<file path="src/design/dddf_pkg.sv">
package dddf_pkg;

   // dither and dac geometry
   localparam int DITHER_BITS  = 2;
   localparam int DAC_BITS     = 12;
   localparam int VALUE_W      = 14;
   localparam int CMD_W        = 2;
   localparam int WORD_W       = 16;
   localparam int PREFIX_W     = 8;
   localparam int CODE_FIELD_W = 12;
   localparam int COUNT_W      = 16;
   localparam int FREQ_W       = 16;
   localparam int SCALE_W      = 8;
   localparam int PRODUCT_W    = COUNT_W + SCALE_W;

   localparam logic [DAC_BITS-1:0] DAC_MAX = {DAC_BITS{1'b1}};

   localparam logic [PREFIX_W-1:0] VOLT_PREFIX = 8'h10;
   localparam logic [PREFIX_W-1:0] CURR_PREFIX = 8'h90;
   localparam logic [SCALE_W-1:0]  SCALE_RESET = 8'd5;

   // command codes
   localparam logic [CMD_W-1:0] CMD_SET_VOLT  = 2'd0;
   localparam logic [CMD_W-1:0] CMD_SET_CURR  = 2'd1;
   localparam logic [CMD_W-1:0] CMD_TICK      = 2'd2;
   localparam logic [CMD_W-1:0] CMD_LINE_EDGE = 2'd3;

   // register port
   localparam int CSR_ADDR_W = 3;
   localparam int CSR_DATA_W = 32;
   localparam logic REG_FREQ_SCALE = 1'b0;

   typedef struct packed {
      logic              words_valid;
      logic [WORD_W-1:0] volt_word;
      logic [WORD_W-1:0] curr_word;
      logic [FREQ_W-1:0] line_freq;
   } rsp_type;

   // dithered dac code packed behind its channel prefix
   function automatic logic [WORD_W-1:0] dither_word(
      input logic [DAC_BITS-1:0]    base,
      input logic [DITHER_BITS-1:0] frac,
      input logic [DITHER_BITS-1:0] phase,
      input logic [PREFIX_W-1:0]    prefix
   );
      logic [DAC_BITS-1:0]              code;
      logic [DAC_BITS+CODE_FIELD_W-1:0] code_ext;
      code = base;
      if ((frac > phase) && (base != DAC_MAX)) begin
         code = base + DAC_BITS'(1);
      end
      code_ext = (DAC_BITS + CODE_FIELD_W)'(code);
      return {prefix, {(WORD_W - PREFIX_W){1'b0}}}
             | WORD_W'(code_ext[CODE_FIELD_W-1:0]);
   endfunction

endpackage

</file>
<file path="src/design/dddf_core.sv">
module dddf_core
   import dddf_pkg::*;
(
   input  logic               clock,
   input  logic               reset,
   input  logic               step,
   input  logic [CMD_W-1:0]   cmd,
   input  logic [VALUE_W-1:0] value,
   input  logic [SCALE_W-1:0] freq_scale,
   output rsp_type            result
);

   logic [DAC_BITS-1:0]    volt_base_ff, volt_base_in;
   logic [DITHER_BITS-1:0] volt_frac_ff, volt_frac_in;
   logic [DAC_BITS-1:0]    curr_base_ff, curr_base_in;
   logic [DITHER_BITS-1:0] curr_frac_ff, curr_frac_in;
   logic [DITHER_BITS-1:0] phase_ff, phase_in;
   logic [COUNT_W-1:0]     tick_count_ff, tick_count_in;
   logic [FREQ_W-1:0]      freq_value_ff, freq_value_in;

   logic [VALUE_W+DAC_BITS-1:0] value_shift;
   logic [DAC_BITS-1:0]         set_base;
   logic [DITHER_BITS-1:0]      set_frac;
   logic [PRODUCT_W-1:0]        product;

   // upper bits are the base, low bits the fraction
   assign value_shift = (VALUE_W + DAC_BITS)'(value) >> DITHER_BITS;
   assign set_base    = value_shift[DAC_BITS-1:0];
   assign set_frac    = value[DITHER_BITS-1:0];
   assign product     = PRODUCT_W'(tick_count_ff) * PRODUCT_W'(freq_scale);

   always_comb begin
      volt_base_in  = volt_base_ff;
      volt_frac_in  = volt_frac_ff;
      curr_base_in  = curr_base_ff;
      curr_frac_in  = curr_frac_ff;
      phase_in      = phase_ff;
      tick_count_in = tick_count_ff;
      freq_value_in = freq_value_ff;
      result.words_valid = 1'b0;
      result.volt_word   = '0;
      result.curr_word   = '0;
      unique case (cmd)
         CMD_SET_VOLT: begin
            volt_base_in = set_base;
            volt_frac_in = set_frac;
            phase_in     = '0;
         end
         CMD_SET_CURR: begin
            curr_base_in = set_base;
            curr_frac_in = set_frac;
            phase_in     = '0;
         end
         CMD_TICK: begin
            result.words_valid = 1'b1;
            result.volt_word   = dither_word(volt_base_ff, volt_frac_ff, phase_ff, VOLT_PREFIX);
            result.curr_word   = dither_word(curr_base_ff, curr_frac_ff, phase_ff, CURR_PREFIX);
            phase_in      = phase_ff + DITHER_BITS'(1);
            tick_count_in = tick_count_ff + COUNT_W'(1);
         end
         CMD_LINE_EDGE: begin
            freq_value_in = product[FREQ_W-1:0];
            tick_count_in = '0;
         end
         default: begin
         end
      endcase
      result.line_freq = freq_value_in;
   end

   always_ff @(posedge clock) begin
      if (reset) begin
         volt_base_ff  <= '0;
         volt_frac_ff  <= '0;
         curr_base_ff  <= '0;
         curr_frac_ff  <= '0;
         phase_ff      <= '0;
         tick_count_ff <= '0;
         freq_value_ff <= '0;
      end else if (step) begin
         volt_base_ff  <= volt_base_in;
         volt_frac_ff  <= volt_frac_in;
         curr_base_ff  <= curr_base_in;
         curr_frac_ff  <= curr_frac_in;
         phase_ff      <= phase_in;
         tick_count_ff <= tick_count_in;
         freq_value_ff <= freq_value_in;
      end
   end

   // a set restarts the dither cycle
   a_set_clears_phase: assert property (@(posedge clock) disable iff (reset)
      step && ((cmd == CMD_SET_VOLT) || (cmd == CMD_SET_CURR)) |=> phase_ff == '0)
      else $error("dither phase not restarted by set");

   // a line edge restarts the tick count
   a_edge_clears_count: assert property (@(posedge clock) disable iff (reset)
      step && (cmd == CMD_LINE_EDGE) |=> tick_count_ff == '0)
      else $error("tick count not cleared by line edge");

endmodule

</file>
<file path="src/design/dddf_outbuf.sv">
module dddf_outbuf
   import dddf_pkg::*;
(
   input  logic    clock,
   input  logic    reset,
   input  logic    push,
   input  rsp_type push_data,
   output logic    can_push,
   output logic    rsp_valid,
   output rsp_type rsp_data,
   input  logic    rsp_ready
);

   logic    out_valid_ff, out_valid_in;
   rsp_type out_data_ff, out_data_in;
   logic    skid_valid_ff, skid_valid_in;
   rsp_type skid_data_ff, skid_data_in;
   logic    take;

   assign take     = out_valid_ff && rsp_ready;
   assign can_push = !skid_valid_ff;

   always_comb begin
      out_valid_in  = out_valid_ff;
      out_data_in   = out_data_ff;
      skid_valid_in = skid_valid_ff;
      skid_data_in  = skid_data_ff;
      if (skid_valid_ff) begin
         if (take) begin
            out_valid_in  = 1'b1;
            out_data_in   = skid_data_ff;
            skid_valid_in = 1'b0;
         end
      end else if (!out_valid_ff || take) begin
         out_valid_in = push;
         out_data_in  = push_data;
      end else if (push) begin
         skid_valid_in = 1'b1;
         skid_data_in  = push_data;
      end
   end

   always_ff @(posedge clock) begin
      if (reset) begin
         out_valid_ff  <= 1'b0;
         skid_valid_ff <= 1'b0;
      end else begin
         out_valid_ff  <= out_valid_in;
         skid_valid_ff <= skid_valid_in;
      end
   end

   always_ff @(posedge clock) begin
      out_data_ff  <= out_data_in;
      skid_data_ff <= skid_data_in;
   end

   assign rsp_valid = out_valid_ff;
   assign rsp_data  = out_data_ff;

   // skid only fills behind a held output word
   a_skid_behind_out: assert property (@(posedge clock) disable iff (reset)
      skid_valid_ff |-> out_valid_ff)
      else $error("skid word without output word");

endmodule

</file>
<file path="src/design/dithered_dual_dac_feeder_core.sv">
// channel  | handshake              | word
// ---------+------------------------+-----------------------------------------------
// req      | req_valid / req_ready  | req_cmd, req_value
// rsp      | rsp_valid / rsp_ready  | rsp_words_valid, rsp_volt_word, rsp_curr_word,
//          |                        | rsp_line_freq
// csr      | psel/penable, pready=1 | paddr, pwrite, pwdata, prdata
//
// one word accepted per cycle while req_ready is high; a result passes through the input
// register, then the result register (or its skid entry)
// every request yields exactly one result word
// a two-entry output buffer (result register plus skid) absorbs one result while
// rsp_ready is low, so requests keep flowing; req_ready drops only once both entries and the
// input register hold a word
// reset is synchronous: clears dither state, counters, valids, freq_scale back to 5
module dithered_dual_dac_feeder_core
   import dddf_pkg::*;
(
   input  logic                  clock,
   input  logic                  reset,
   // request channel
   input  logic                  req_valid,
   output logic                  req_ready,
   input  logic [CMD_W-1:0]      req_cmd,
   input  logic [VALUE_W-1:0]    req_value,
   // result channel
   output logic                  rsp_valid,
   input  logic                  rsp_ready,
   output logic                  rsp_words_valid,
   output logic [WORD_W-1:0]     rsp_volt_word,
   output logic [WORD_W-1:0]     rsp_curr_word,
   output logic [FREQ_W-1:0]     rsp_line_freq,
   // register port
   input  logic                  psel,
   input  logic                  penable,
   input  logic                  pwrite,
   input  logic [CSR_ADDR_W-1:0] paddr,
   input  logic [CSR_DATA_W-1:0] pwdata,
   output logic [CSR_DATA_W-1:0] prdata,
   output logic                  pready
);

   // input register
   logic               in_valid_ff, in_valid_in;
   logic [CMD_W-1:0]   in_cmd_ff, in_cmd_in;
   logic [VALUE_W-1:0] in_value_ff, in_value_in;

   logic [SCALE_W-1:0] freq_scale_ff, freq_scale_in;

   logic    buf_ready;
   logic    advance;
   logic    req_take;
   logic    csr_write;
   logic    csr_index;
   rsp_type result;
   rsp_type rsp_data;

   // the held word moves on once the output buffer has room
   assign advance   = in_valid_ff && buf_ready;
   assign req_ready = !in_valid_ff || buf_ready;
   assign req_take  = req_valid && req_ready;

   always_comb begin
      in_valid_in = in_valid_ff;
      in_cmd_in   = in_cmd_ff;
      in_value_in = in_value_ff;
      if (req_take) begin
         in_valid_in = 1'b1;
         in_cmd_in   = req_cmd;
         in_value_in = req_value;
      end else if (advance) begin
         in_valid_in = 1'b0;
      end
   end

   always_ff @(posedge clock) begin
      if (reset) begin
         in_valid_ff <= 1'b0;
      end else begin
         in_valid_ff <= in_valid_in;
      end
   end

   always_ff @(posedge clock) begin
      in_cmd_ff   <= in_cmd_in;
      in_value_ff <= in_value_in;
   end

   // register file: freq_scale at every address with paddr[2] low, addresses with paddr[2] high read zero
   assign pready    = 1'b1;
   assign csr_index = paddr[2];
   assign csr_write = psel && penable && pwrite && pready;

   always_comb begin
      freq_scale_in = freq_scale_ff;
      if (csr_write && (csr_index == REG_FREQ_SCALE)) begin
         freq_scale_in = pwdata[SCALE_W-1:0];
      end
   end

   always_ff @(posedge clock) begin
      if (reset) begin
         freq_scale_ff <= SCALE_RESET;
      end else begin
         freq_scale_ff <= freq_scale_in;
      end
   end

   always_comb begin
      prdata = '0;
      if (csr_index == REG_FREQ_SCALE) begin
         prdata = CSR_DATA_W'(freq_scale_ff);
      end
   end

   // dither state, tick counter and frequency latch
   dddf_core u_core (
      .clock      (clock),
      .reset      (reset),
      .step       (advance),
      .cmd        (in_cmd_ff),
      .value      (in_value_ff),
      .freq_scale (freq_scale_ff),
      .result     (result)
   );

   // result register with skid entry
   dddf_outbuf u_outbuf (
      .clock     (clock),
      .reset     (reset),
      .push      (advance),
      .push_data (result),
      .can_push  (buf_ready),
      .rsp_valid (rsp_valid),
      .rsp_data  (rsp_data),
      .rsp_ready (rsp_ready)
   );

   assign rsp_words_valid = rsp_data.words_valid;
   assign rsp_volt_word   = rsp_data.volt_word;
   assign rsp_curr_word   = rsp_data.curr_word;
   assign rsp_line_freq   = rsp_data.line_freq;

   // non-tick results carry no dac words
   a_idle_words_zero: assert property (@(posedge clock) disable iff (reset)
      rsp_valid && !rsp_words_valid |-> (rsp_volt_word == '0) && (rsp_curr_word == '0))
      else $error("dac words set on a non-tick result");

   // the prefix bits above the code field never change on tick words
   a_tick_prefix: assert property (@(posedge clock) disable iff (reset)
      rsp_valid && rsp_words_valid
         |-> (rsp_volt_word[WORD_W-1:CODE_FIELD_W]
                 == VOLT_PREFIX[PREFIX_W-1:PREFIX_W-(WORD_W-CODE_FIELD_W)])
             && (rsp_curr_word[WORD_W-1:CODE_FIELD_W]
                 == CURR_PREFIX[PREFIX_W-1:PREFIX_W-(WORD_W-CODE_FIELD_W)]))
      else $error("dac word prefix mismatch");

endmodule
</file>
<file path="config.mk">
export PLATFORM = sky130hd
export DESIGN_NAME = dithered_dual_dac_feeder_core
export DESIGN_NICKNAME = d
export VERILOG_FILES = /design/src/design/dddf_pkg.sv /design/src/design/dddf_core.sv /design/src/design/dddf_outbuf.sv /design/src/design/dithered_dual_dac_feeder_core.sv
export SDC_FILE = /design/constraint.sdc
export NUM_CORES = 1
export LEC_CHECK = 0
export ABC_CLOCK_PERIOD_IN_PS = 5250
export BUFFER_PORTS_ARGS = -buffer_cell sky130_fd_sc_hd__buf_2
export CORE_MARGIN = 4
export CORE_UTILIZATION = 59
export DETAILED_ROUTE_END_ITERATION = 12
export PLACE_DENSITY_LB_ADDON = 0.3
export SLEW_MARGIN = 20
export SYNTH_ARGS = -nofsm -noshare
export SYNTH_HDL_FRONTEND = slang
export SYNTH_SLANG_ARGS = --single-unit
</file>
<file path="constraint.sdc">
create_clock -name clock -period 5.25 [get_ports clock]
set_input_delay 0.2625 -clock clock [delete_from_list [all_inputs] [get_ports clock]]
set_output_delay 0.2625 -clock clock [all_outputs]
set_load 0.1 [all_outputs]
</file>
Word level (Yosys, flattened, before mapping)

Cells that the tools add are included.

Bits in latches: 0
ROM bits: 0
RAM bits: 0
Word-level logic and storage cells: 81
Memories kept: 0
Bits of input ports: 58
Output and inout bits: 84
Bits in registers: 187

Add/sub/neg operators: 4
Muxes and demuxes: 19
Shift-type cells: 0
Bitwise operators: 3
Multiply operators: 1
Div/mod/pow operators: 0
Reductions and logical operators: 25
Magnitude comparators: 2
Equality and inequality tests: 6

Operators by type and width:

| cell                                                            | count |
|---|---|
| 49-bit two-way mux                                              | 3 |
| 33-bit two-way mux                                              | 1 |
| 16-bit case mux with 2 select lines                             | 1 |
| 12-bit by 1-bit adder with 12-bit output, second input constant | 2 |
| 12-bit two-way mux                                              | 2 |
| 12-bit != test, second input constant                           | 2 |
| 16-bit by 1-bit adder with 16-bit output, second input constant | 1 |
| 16-bit by 8-bit multiplier with 16-bit output                   | 1 |
| 16-bit two-way mux                                              | 1 |
| 2-bit AND reduction                                             | 5 |
| 1-bit two-way mux                                               | 9 |
| 1-bit logical AND                                               | 8 |
| 8-bit two-way mux                                               | 1 |
| 2-bit nonzero test                                              | 4 |
| 2-bit == test, second input constant                            | 2 |
| 2-bit > comparator                                              | 2 |
| 2-bit case mux with 2 select lines                              | 1 |
| 1-bit zero test                                                 | 3 |
| 1-bit NOT                                                       | 3 |
| 3-bit AND reduction                                             | 1 |
| 2-bit by 1-bit adder with 2-bit output, second input constant   | 1 |
| 2-bit by 1-bit == test with 1-bit output, second input constant | 1 |
| 2-bit zero test                                                 | 1 |
| 1-bit logical OR                                                | 2 |
| 2 further kinds                                                 | 2 |

Longest topological paths before layout

Gate-level depths: netlist of the first run.

Depth in word-level cells: 6
Gate-level depth with buffers: 17
Gate-level depth less buffers: 16

By module

A second synthesis of the first run with hierarchy kept.

Cell total of the unflattened synthesis: 1,000
Area, all modules: 11,139.4 um^2

By module, submodules not included:

| module                        | times used | cells each | area each (um^2) | sequential area each (um^2) |
|---|---|---|---|---|
| dddf_core                     | 1          | 743        | 6,088.3          | 1,241.2 |
| dddf_outbuf                   | 1          | 165        | 3,902.5          | 2,982.9 |
| dithered_dual_dac_feeder_core | 1          | 92         | 1,148.6          | 660.6 |

Worst setup path before layout of the first run

OpenSTA, ideal clock, no wires.

Path type: reg-to-reg
From: register u_core.tick_count_ff[0]
To: register u_outbuf.out_data_ff, in the netlist u_outbuf.rsp_data[11], data pin
Library setup time: 0.260 ns
Cell stages (with the launch flop): 16
Clock period less this slack: 4.521 ns
Slack: 0.729 ns
Path buffers: 1
Arrival: 4.261 ns
Data required time: 4.990 ns
Cells stage by stage: dfxtp_1 -> clkbuf_1 -> nand2_1 -> fa_1 -> fa_1 -> inv_1 -> fa_1 -> inv_1 -> fa_1 -> inv_1 -> ha_1 -> or3_1 -> o221a_1 -> nor3_1 -> o31ai_2 -> mux2_2

RTL lines:

| item                   | line              | source |
|---|---|---|
| from (decl)            | dddf_core.sv:18   | `logic [COUNT_W-1:0] tick_count_ff, tick_count_in;` |
| from (signal assigned) | dddf_core.sv:86   | `tick_count_ff <= tick_count_in;` |
| to (signal assigned)   | dddf_outbuf.sv:54 | `out_data_ff <= out_data_in;` |
| to (decl)              | dddf_outbuf.sv:15 | `rsp_type out_data_ff, out_data_in;` |

==> results of run 1 <==
## cells in the mapped netlist (11+ instances only)
cell      number  area (um^2)
nand2_1      177          664
edfxtp_1      98         2940
inv_1         88          330
and2_1        76          475
dfxtp_1       73         1460
nor2_1        71          267
fa_1          60         1200
a21oi_1       56          280
clkbuf_1      46          173
o21ai_0       36          180
buf_4         34          255
ha_1          31          388
xor2_1        25          219
nor3_1        21          105
xnor2_1       19          166
mux2_2        18          203
nor2b_1       14         87.6
o31ai_1       12         90.1
nand3_1       11         55.1
## state kept, by name (all words and copies together), names as in the netlist
register                count
in_cmd_ff                   2
in_value_ff                14
u_core.volt_frac_ff         2
u_core.curr_base_ff        12
u_core.freq_value_ff       16
u_outbuf.rsp_valid          1
u_outbuf.skid_data_ff      41
u_core.tick_count_ff       16
u_core.curr_frac_ff         2
u_core.phase_ff             2
in_valid_ff                 1
u_outbuf.rsp_data          41
u_outbuf.skid_valid_ff      1
u_core.volt_base_ff        12
freq_scale_ff               8
## worst min-delay path by stage
stage	end	slack, ps	depth (start not counted)	start
4_1_cts	in_value_ff[4]	0.6	1	req_value[4]
3_5_place_dp	u_core.freq_value_ff[12]	440	2	u_core.freq_value_ff[12]
5_1_grt	in_value_ff[3]	2	1	req_value[3]
2_1_floorplan	in_cmd_ff[0]	360	0	req_cmd[0]
3_3_place_gp	u_core.freq_value_ff[12]	440	2	u_core.freq_value_ff[12]
6_report	in_value_ff[11]	7	1	req_value[11]
## metrics by stage
stage | util, % | hold WS [ps] | area (um^2) | total power, mW | std cells
after floorplan | - | 361 | 10400 | 1.94 | 1086
after global placement | 63.8 | 435 | 10700 | 1.99 | 1319
after detailed placement | 63.8 | 439 | 10700 | 2.00 | 1319
after CTS | 67.7 | 0.633 | 11400 | 3.24 | 1357
after global routing | 67.9 | 2.23 | 11400 | 3.33 | 1360
final | 67.9 | 6.89 | 11400 | 3.23 | 1360
## area by class of cell
cell class | count | share of cell area [%]
clock buffers | 22 | 4.45
clock inverters | 10 | 0.833
inverters | 88 | 2.89
multi-input cells | 742 | 45.5
flip-flops and latches | 171 | 38.6
well taps | 220 | 2.41
repair buffers | 107 | 5.37
## worst reg2reg max path, delay by kind of cell, from the launching register on
family / cells / cell delay, ps
multiplexers: 1 / 270
buffers and inverters: 2 / 90
flip-flops: 1 / 580
adder cells (fa/ha/maj): 5 / 2300
AO/OA/AOI/OAI: 3 / 1030
AND/OR/NAND/NOR: 2 / 620
## layer usage
metal	routed length [um]	up-vias	track usage [%]
met3	1380	20	3.75
li1	-	3577	-
met1	9730	3510	31.9
met5	0	-	0
met4	287	0	5.76
met2	9380	261	32.4
## power breakdown
part	leakage (nW)	internal (mW)	switching (mW)
sequential	1.57	1.46	0.0286
combinational	2.85	0.0636	0.415
clock	0.294	0.708	0.554
## timing repair
item,4_1_cts,5_1_grt
buffers inserted,0,0
endpoints found under the hold margin,6,3
hold buffers,6,3
## cell families after synthesis
group	count (synthesis)
XOR/XNOR	45
AND/OR/NAND/NOR	418
AO/OA/AOI/OAI	137
buffers and inverters	173
flip-flops	171
other	2
adder cells (fa/ha/maj)	91
multiplexers	21
## placed cells by master (no fill, tap or decap), types with 3 or more instances in the layout
cell type / Yosys / final
dfxtp_1: 73 / 72
nand4_1: 8 / 8
and3_1: 5 / 4
o21a_1: 4 / 4
mux2_2: 18 / 18
a211oi_1: 4 / 4
ha_1: 31 / 31
edfxtp_1: 98 / 98
nor2_1: 71 / 71
nand2_1: 177 / 177
or3_1: 7 / 7
buf_4: 34 / 13
o31ai_1: 12 / 12
xnor2_1: 19 / 19
o21ai_0: 36 / 35
inv_6: 0 / 4
and4_1: 6 / 6
nand2b_1: 5 / 5
mux2i_1: 3 / 3
a21oi_1: 56 / 56
conb_1: 2 / 30
dlygate4sd3_1: 0 / 9
xor2_1: 25 / 25
fa_1: 60 / 60
and2_1: 76 / 76
nor3_1: 21 / 21
clkbuf_16: 0 / 20
o221ai_1: 4 / 4
buf_2: 2 / 85
a21o_1: 4 / 4
inv_1: 88 / 88
nand3_1: 11 / 11
nor2b_1: 14 / 14
==> flow_summary.json, run 1 <==
{
  "grt_pass1_vias": 6898,
  "crit_type": "flip-flop to flip-flop",
  "maxSlewViolCount": 0,
  "synth-edff-count": 98,
  "crit_chain": "and2_1 -> fa_1 -> fa_1 -> fa_1 -> inv_1 -> fa_1 -> inv_1 -> ha_1 -> or3_1 -> o21ai_0 -> a21boi_1 -> o31ai_1 -> mux2_2",
  "vias": 7368,
  "cp.arrival_ps": 5330,
  "gp_congestion": 0.842,
  "cts_buffers": 17,
  "synthCells": 1058,
  "routed_wl_um": 20800,
  "avgRoutedWirePerCell_um": 15.3,
  "tns_ps": 0,
  "hold_path_class": "primary input to flip-flop",
  "yosysSeqAreaShare_pct": 42.9,
  "die_y_um": 140,
  "netlist_area_um2": 10300,
  "cts-root-buf": "clkbuf_16",
  "tritoncts": "yes",
  "drc": 0,
  "crit_buf_inv": 2,
  "slowest_stage": "dfxtp_1",
  "critPathMaxFanout": 12,
  "timing.rr.start": "freq_scale_ff[6]",
  "finalCritPeriodShare_pct": 96.0,
  "synth_compound_area_share_pct": 8.18,
  "cts_sinks": 171,
  "grt_max_degree": 56,
  "peakVddDrop_v": 0.000303,
  "cts.path.max_buffers": 2,
  "endpoint_kind": "flip-flop",
  "r2r_slack_ps": 210,
  "track_usage_pct": 21.3,
  "reg2reg_to": "u_outbuf.rsp_data[13]",
  "worstMarginPinSlew_ps": 1060,
  "path_common_cell": "fa_1",
  "multi_input_area_um2": 5190,
  "n_antenna_cell": 0,
  "rsz0062_at_grt": "false",
  "setup_slack_ps": 210,
  "synth_top_family_by_area": "simple AND/OR/NAND/NOR gates",
  "synth-simple-area-share_pct": 19.5,
  "num_rows": 47,
  "leakagePower_nw": 4.72,
  "die_area_um2": 19600,
  "clkTransAtPathRegs_ps": 70,
  "grt_overflow": 0,
  "async_flop_share_pct": 0,
  "status": "complete, no violations",
  "ff2ff_path_depth": 13,
  "startpoint_type": "flip-flop",
  "nets": 1276,
  "regArea_um2": 4410,
  "port_buffers": 85,
  "avgSynthCellArea_um2": 9.70,
  "synth-main-ff-cell": "edfxtp_1",
  "grt_pass1_wl_um": 34000,
  "critPathRequiredTime_ps": 5540,
  "max_freq_mhz": 198,
  "antenna_found_initial": 0,
  "ios": 142,
  "ys_ff_latch": 171,
  "core_um2": 16800,
  "initialDrtViolationCount": 560,
  "max_cap_violations": 0,
  "ys_types": 60,
  "relSlewSlack_pct": 29.0,
  "vias_per_cell": 5.42,
  "skew_ps": 14.7,
  "drive_gt1_share_pct": 13.7,
  "dp_hpwl_um": 14800,
  "area_delta_synth_final_pct": 11.3,
  "period_needed_ps": 5040,
  "worstSetupStartpoint": "freq_scale_ff[6]",
  "setup_viol": 0,
  "post_cts_resized": 0,
  "post-place-ws_ps": 360,
  "power.density_nw_per_um2": 283,
  "synth.mux.area_fraction_pct": 2.27,
  "start_util_pct": 61.0,
  "crit_family": "adder cells",
  "hold_viol": 0,
  "max_stage_delay_ps": 580,
  "path_depth": 13,
  "fill_cells": 1328,
  "synth_fa_ha_area_share_pct": 15.5,
  "postRouteAntennaNets": 0,
  "clk_latency_ps": 430,
  "dr.pass1.iters": 5,
  "endpoint": "u_outbuf.rsp_data[13]",
  "die_w_um": 140,
  "cts.htree.levels": 4,
  "ys_warn_count": 0,
  "synth-xor-area-share_pct": 3.97
}
Note: power is estimated with default switching activity, not from simulation.
==> run 2: changes to the inputs <==
--- a/config.mk
+++ b/config.mk
@@ -8,7 +8,7 @@
 export ABC_CLOCK_PERIOD_IN_PS = 5250
 export BUFFER_PORTS_ARGS = -buffer_cell sky130_fd_sc_hd__buf_2
 export CORE_MARGIN = 4
-export CORE_UTILIZATION = 59
+export CORE_UTILIZATION = 45
 export DETAILED_ROUTE_END_ITERATION = 12
 export PLACE_DENSITY_LB_ADDON = 0.3
 export SLEW_MARGIN = 20
==> flow_summary.json, run 2 (same netlist as run 1, synthesis figures left out) <==
{
  "die_y_um": 159,
  "path_common_cell": "fa_1",
  "relSlewSlack_pct": 38.0,
  "critPathMaxFanout": 11,
  "critPathRequiredTime_ps": 5550,
  "peakVddDrop_v": 0.000181,
  "postCtsSetupBuffers": 0,
  "hold_viol": 0,
  "multi_input_area_um2": 5200,
  "start_util_pct": 46.3,
  "hold_path_class": "primary input to flip-flop",
  "cts_buffers": 17,
  "n_antenna_cell": 0,
  "stdcell_count": 1429,
  "finalCritPeriodShare_pct": 94.3,
  "power.density_nw_per_um2": 279,
  "mostFrequentLayoutCell": "nand2_1",
  "area_delta_synth_final_pct": 12.8,
  "vias": 7209,
  "ios": 142,
  "grt_pass1_vias": 6750,
  "regArea_um2": 4410,
  "dp_hpwl_um": 15000,
  "cts-root-buf": "clkbuf_16",
  "initialDrtViolationCount": 385,
  "whs_endpoint": "freq_scale_ff[2]",
  "post-place-ws_ps": 339,
  "fill_cells": 2046,
  "status": "complete, no violations",
  "grt_pass1_wl_um": 34500,
  "dr.pass1.iters": 4,
  "clkTransAtPathRegs_ps": 70,
  "drc": 0,
  "timing.rr.start": "freq_scale_ff[7]",
  "track_usage_pct": 16.5,
  "grt_max_degree": 54,
  "max_cap_violations": 0,
  "tns_ps": 0,
  "antenna_found_initial": 0,
  "crit_type": "flip-flop to flip-flop",
  "port_buffers": 85,
  "post_dp_cell_area_um2": 10800,
  "rsz0062_at_grt": "false",
  "startpoint_type": "flip-flop",
  "vias_per_cell": 5.04,
  "gp_congestion": 0.819,
  "postRouteAntennaNets": 0,
  "die_area_um2": 25300,
  "final_cell_mix": "nand2_1, edfxtp_1, inv_1",
  "max_stage_delay_ps": 540,
  "setup_slack_ps": 298,
  "clk_latency_ps": 440,
  "avgRoutedWirePerCell_um": 14.6,
  "worstMarginPinSlew_ps": 930,
  "period_needed_ps": 4950,
  "cts.htree.levels": 4,
  "routed_wl_um": 20800,
  "cts.path.max_buffers": 2,
  "grt_overflow": 0,
  "setup_viol": 0,
  "fin_area_um2": 11600,
  "max_freq_mhz": 202,
  "nets": 1285,
  "leakagePower_nw": 4.76,
  "placedCellCount": 1381,
  "whs_path_depth": 3,
  "num_rows": 54,
  "reg2reg_to": "u_outbuf.rsp_data[13]",
  "crit_chain": "nand2_1 -> fa_1 -> fa_1 -> inv_1 -> fa_1 -> inv_1 -> fa_1 -> inv_1 -> ha_1 -> or3_1 -> o21ai_0 -> a21boi_1 -> o31ai_1 -> mux2_2",
  "ff2ff_path_depth": 14,
  "endpoint_kind": "flip-flop",
  "cts_sinks": 171,
  "die_w_um": 159,
  "skew_ps": 14.9,
  "hold_path_startpoint": "pwdata[2]",
  "r2r_slack_ps": 300,
  "core_um2": 22200,
  "tritoncts": "yes",
  "cp.arrival_ps": 5260,
  "drive_gt1_share_pct": 14.0,
  "slowest_stage": "dfxtp_1",
  "maxSlewViolCount": 0
}
==> run 2: per-stage QoR <==
stage	power [mW]	utilization, %	hold WS (ps)
final	3.23	52.2	29.8
after global routing	3.33	52.2	35.0
after CTS	3.26	52.2	2.60
after global placement	1.99	48.8	434
after floorplan	1.94	-	361
after detailed placement	2.00	48.8	441
==> run 2: area by class of cell <==
class | instances | area share [%]
repair buffers | 116 | 6.03
well taps | 280 | 3.03
multi-input cells | 742 | 44.9
inverters | 88 | 2.85
clock inverters | 15 | 1.47
flip-flops and latches | 171 | 38.1
clock buffers | 17 | 3.67
==> run 2: how the worst max path moves through the flow <==
stage                             from               endpoint  slack [ps]
2_1_floorplan  u_core.tick_count_ff[0]  u_outbuf.rsp_data[11]         730
3_3_place_gp   u_core.tick_count_ff[3]  u_outbuf.rsp_data[15]         370
3_5_place_dp          freq_scale_ff[7]  u_outbuf.rsp_data[15]         340
4_1_cts               freq_scale_ff[7]  u_outbuf.rsp_data[15]         310
5_1_grt               freq_scale_ff[7]  u_outbuf.rsp_data[15]          30
6_report              freq_scale_ff[7]  u_outbuf.rsp_data[13]         300
==> run 2: power breakdown <==
part           switching (mW)  internal [mW]
Combinational           0.414         0.0673
Clock                   0.608          0.644
Sequential             0.0294           1.46
Total                    1.05           2.18
==> run 2: per-layer routing <==
metal  GRT usage [%]  vias up  wire length (um)
li1                -     3592                 -
met1            24.2     3405              9960
met2            24.8      188              9400
met3            3.42       24              1090
met4            4.69        0               344
met5               0        -                 0
==> run 2: timing repair <==
action | 4_1_cts | 5_1_grt
resized for setup | 0 | 0
endpoints found under the hold margin | 15 | 1
setup endpoints to repair | 0 | 0
hold buffers | 15 | 1
==> run 2: critical path, delay by kind of cell, from the launching register on <==
kind | cells | cell delay [ps]
DFF | 1 | 540
muxes | 1 | 240
adders and majority gates | 5 | 2380
and+or+nand+nor | 2 | 520
AOI/OAI and AO/OA | 3 | 970
buffers and inverters | 3 | 150
==> run 3: changes to the inputs <==
--- a/config.mk
+++ b/config.mk
@@ -7,7 +7,7 @@
 export LEC_CHECK = 0
 export ABC_CLOCK_PERIOD_IN_PS = 5250
 export BUFFER_PORTS_ARGS = -buffer_cell sky130_fd_sc_hd__buf_2
-export CORE_MARGIN = 4
+export CORE_MARGIN = 5
 export CORE_UTILIZATION = 45
 export DETAILED_ROUTE_END_ITERATION = 12
 export PLACE_DENSITY_LB_ADDON = 0.3
==> flow_summary.json, run 3 (same netlist as run 1, synthesis figures left out) <==
{
  "status": "complete, no violations",
  "worstMarginPinSlew_ps": 978,
  "num_rows": 55,
  "port_buffers": 85,
  "grt_max_degree": 62,
  "routed_wl_um": 21000,
  "drive_gt1_share_pct": 13.8,
  "die_w_um": 161,
  "seq_power_share_pct": 46.1,
  "die_y_um": 161,
  "setup_viol": 0,
  "post_dp_cell_area_um2": 10800,
  "critPathRequiredTime_ps": 5400,
  "maxSlewViolCount": 0,
  "relSlewSlack_pct": 34.8,
  "start_util_pct": 45.5,
  "max_cap_violations": 0,
  "slowest_stage": "dfxtp_1",
  "crit_type": "flip-flop to flip-flop",
  "ios": 142,
  "vias_per_cell": 5.12,
  "stdcell_count": 1433,
  "fill_cells": 2032,
  "grt_pass1_vias": 6916,
  "max_freq_mhz": 204,
  "antenna_found_initial": 0,
  "setup_slack_ps": 343,
  "timing.rr.start": "freq_scale_ff[6]",
  "skew_ps": 17.0,
  "hold_path_startpoint": "pwdata[2]",
  "die_area_um2": 25900,
  "period_needed_ps": 4910,
  "crit_chain": "nand2_1 -> fa_1 -> fa_1 -> inv_1 -> fa_1 -> inv_1 -> fa_1 -> inv_1 -> ha_1 -> o21a_1 -> o31a_1 -> o21ai_0 -> a32oi_1 -> xor2_1 -> o221ai_1",
  "finalCritPeriodShare_pct": 93.5,
  "n_antenna_cell": 0,
  "p_int_mw": 2.22,
  "peakVddDrop_v": 0.000194,
  "critPathMaxFanout": 12,
  "track_usage_pct": 16.6,
  "worstSetupStartpoint": "freq_scale_ff[6]",
  "power_mw": 3.24,
  "tns_ps": 0,
  "cp.arrival_ps": 5060,
  "core_um2": 22600,
  "hold_path_class": "primary input to flip-flop",
  "cts.htree.levels": 4,
  "leakagePower_nw": 4.76,
  "postRouteAntennaNets": 0,
  "clk_latency_ps": 440,
  "nets": 1284,
  "vias": 7337,
  "post-place-ws_ps": 379,
  "dr.pass1.iters": 5,
  "tritoncts": "yes",
  "startpoint_type": "flip-flop",
  "switching_share_pct": 31.6,
  "area_delta_synth_final_pct": 12.8,
  "clkTransAtPathRegs_ps": 80,
  "cts-root-buf": "clkbuf_16",
  "max_stage_delay_ps": 570,
  "rsz0062_at_grt": "false",
  "final_cell_mix": "nand2_1, edfxtp_1, inv_1",
  "cts_sinks": 171,
  "clkPwrFrac_pct": 39.0,
  "post_cts_resized": 0,
  "endpoint_kind": "flip-flop",
  "fin_area_um2": 11600,
  "combPwrFrac_pct": 14.9,
  "path_common_cell": "fa_1",
  "p_sw_mw": 1.02,
  "placedCellCount": 1385,
  "dp_hpwl_um": 15100,
  "hold_viol": 0,
  "grt_pass1_wl_um": 35100,
  "grt_overflow": 0,
  "mostFrequentLayoutCell": "nand2_1",
  "initialDrtViolationCount": 489,
  "avgRoutedWirePerCell_um": 14.7,
  "power.density_nw_per_um2": 280,
  "drc": 0,
  "cts_buffers": 17,
  "gp_congestion": 0.817,
  "cts.path.max_buffers": 2
}
-- run 3: changes by cell type in the layout (fill, tap and decap cells not counted), sizes merged --
cell / previous run / this run
clkbuf: 17 / 20
buf: 100 / 99
clkinv: 6 / 3
-- run 3: repair_timing --
item	4_1_cts	5_1_grt
hold buffers	16	0
hold endpoints to repair	16	0
buffers inserted	0	0
-- run 3: metrics by stage --
step	util, %	hold WS (ps)
after detailed placement	47.9	439
final	51.3	36.2
after CTS	51.3	23.9
after global routing	51.3	28.8
after global placement	47.9	434
after floorplan	-	361
-- run 3: final timing paths --
| kind | end | cells after the start | slack [ps] |
|---|---|---|---|
| max | u_outbuf.rsp_data[15] | 15 | 340 |
| min | freq_scale_ff[2] | 3 | 40 |
| max reg2reg | u_outbuf.rsp_data[15] | 15 | 340 |
| min reg2reg | u_core.freq_value_ff[14] | 2 | 450 |
-- run 3: layer usage --
| metal | track usage, % | vias to the layer above | routed length, um |
|---|---|---|---|
| li1 | - | 3585 | - |
| met1 | 24.1 | 3521 | 10000 |
| met2 | 25.4 | 214 | 9600 |
| met3 | 2.78 | 17 | 1080 |
| met4 | 5.27 | 0 | 286 |
| met5 | 0 | - | 0 |
-- run 3: layout make-up --
cell class,count,area [um^2],share of cell area [%]
tap,285,357,3.08
clock buffer,20,479,4.14
timing repair buffer,115,691,5.96
multi-input combinational,742,5200,44.9
sequential,171,4410,38.0
inverter,88,330,2.85
clock inverter,12,120,1.04
-- run 3: power groups by stage --
stage	clock network [mW]	registers, mW	logic (mW)
finish	1.27	1.49	0.482
global route	1.34	1.50	0.502
CTS	1.29	1.49	0.483
detailed placement	0	1.52	0.473
global placement	0	1.52	0.470
floorplan	0	1.72	0.226
-- run 3: worst max-delay path, delay by kind of cell (launching register included) --
family,cells,cell delay [ps]
AND/OR/NAND/NOR,1,150
buffers and inverters,3,160
adder cells (fa/ha/maj),5,2440
AO/OA/AOI/OAI,5,990
XOR/XNOR,1,320
flip-flops,1,570
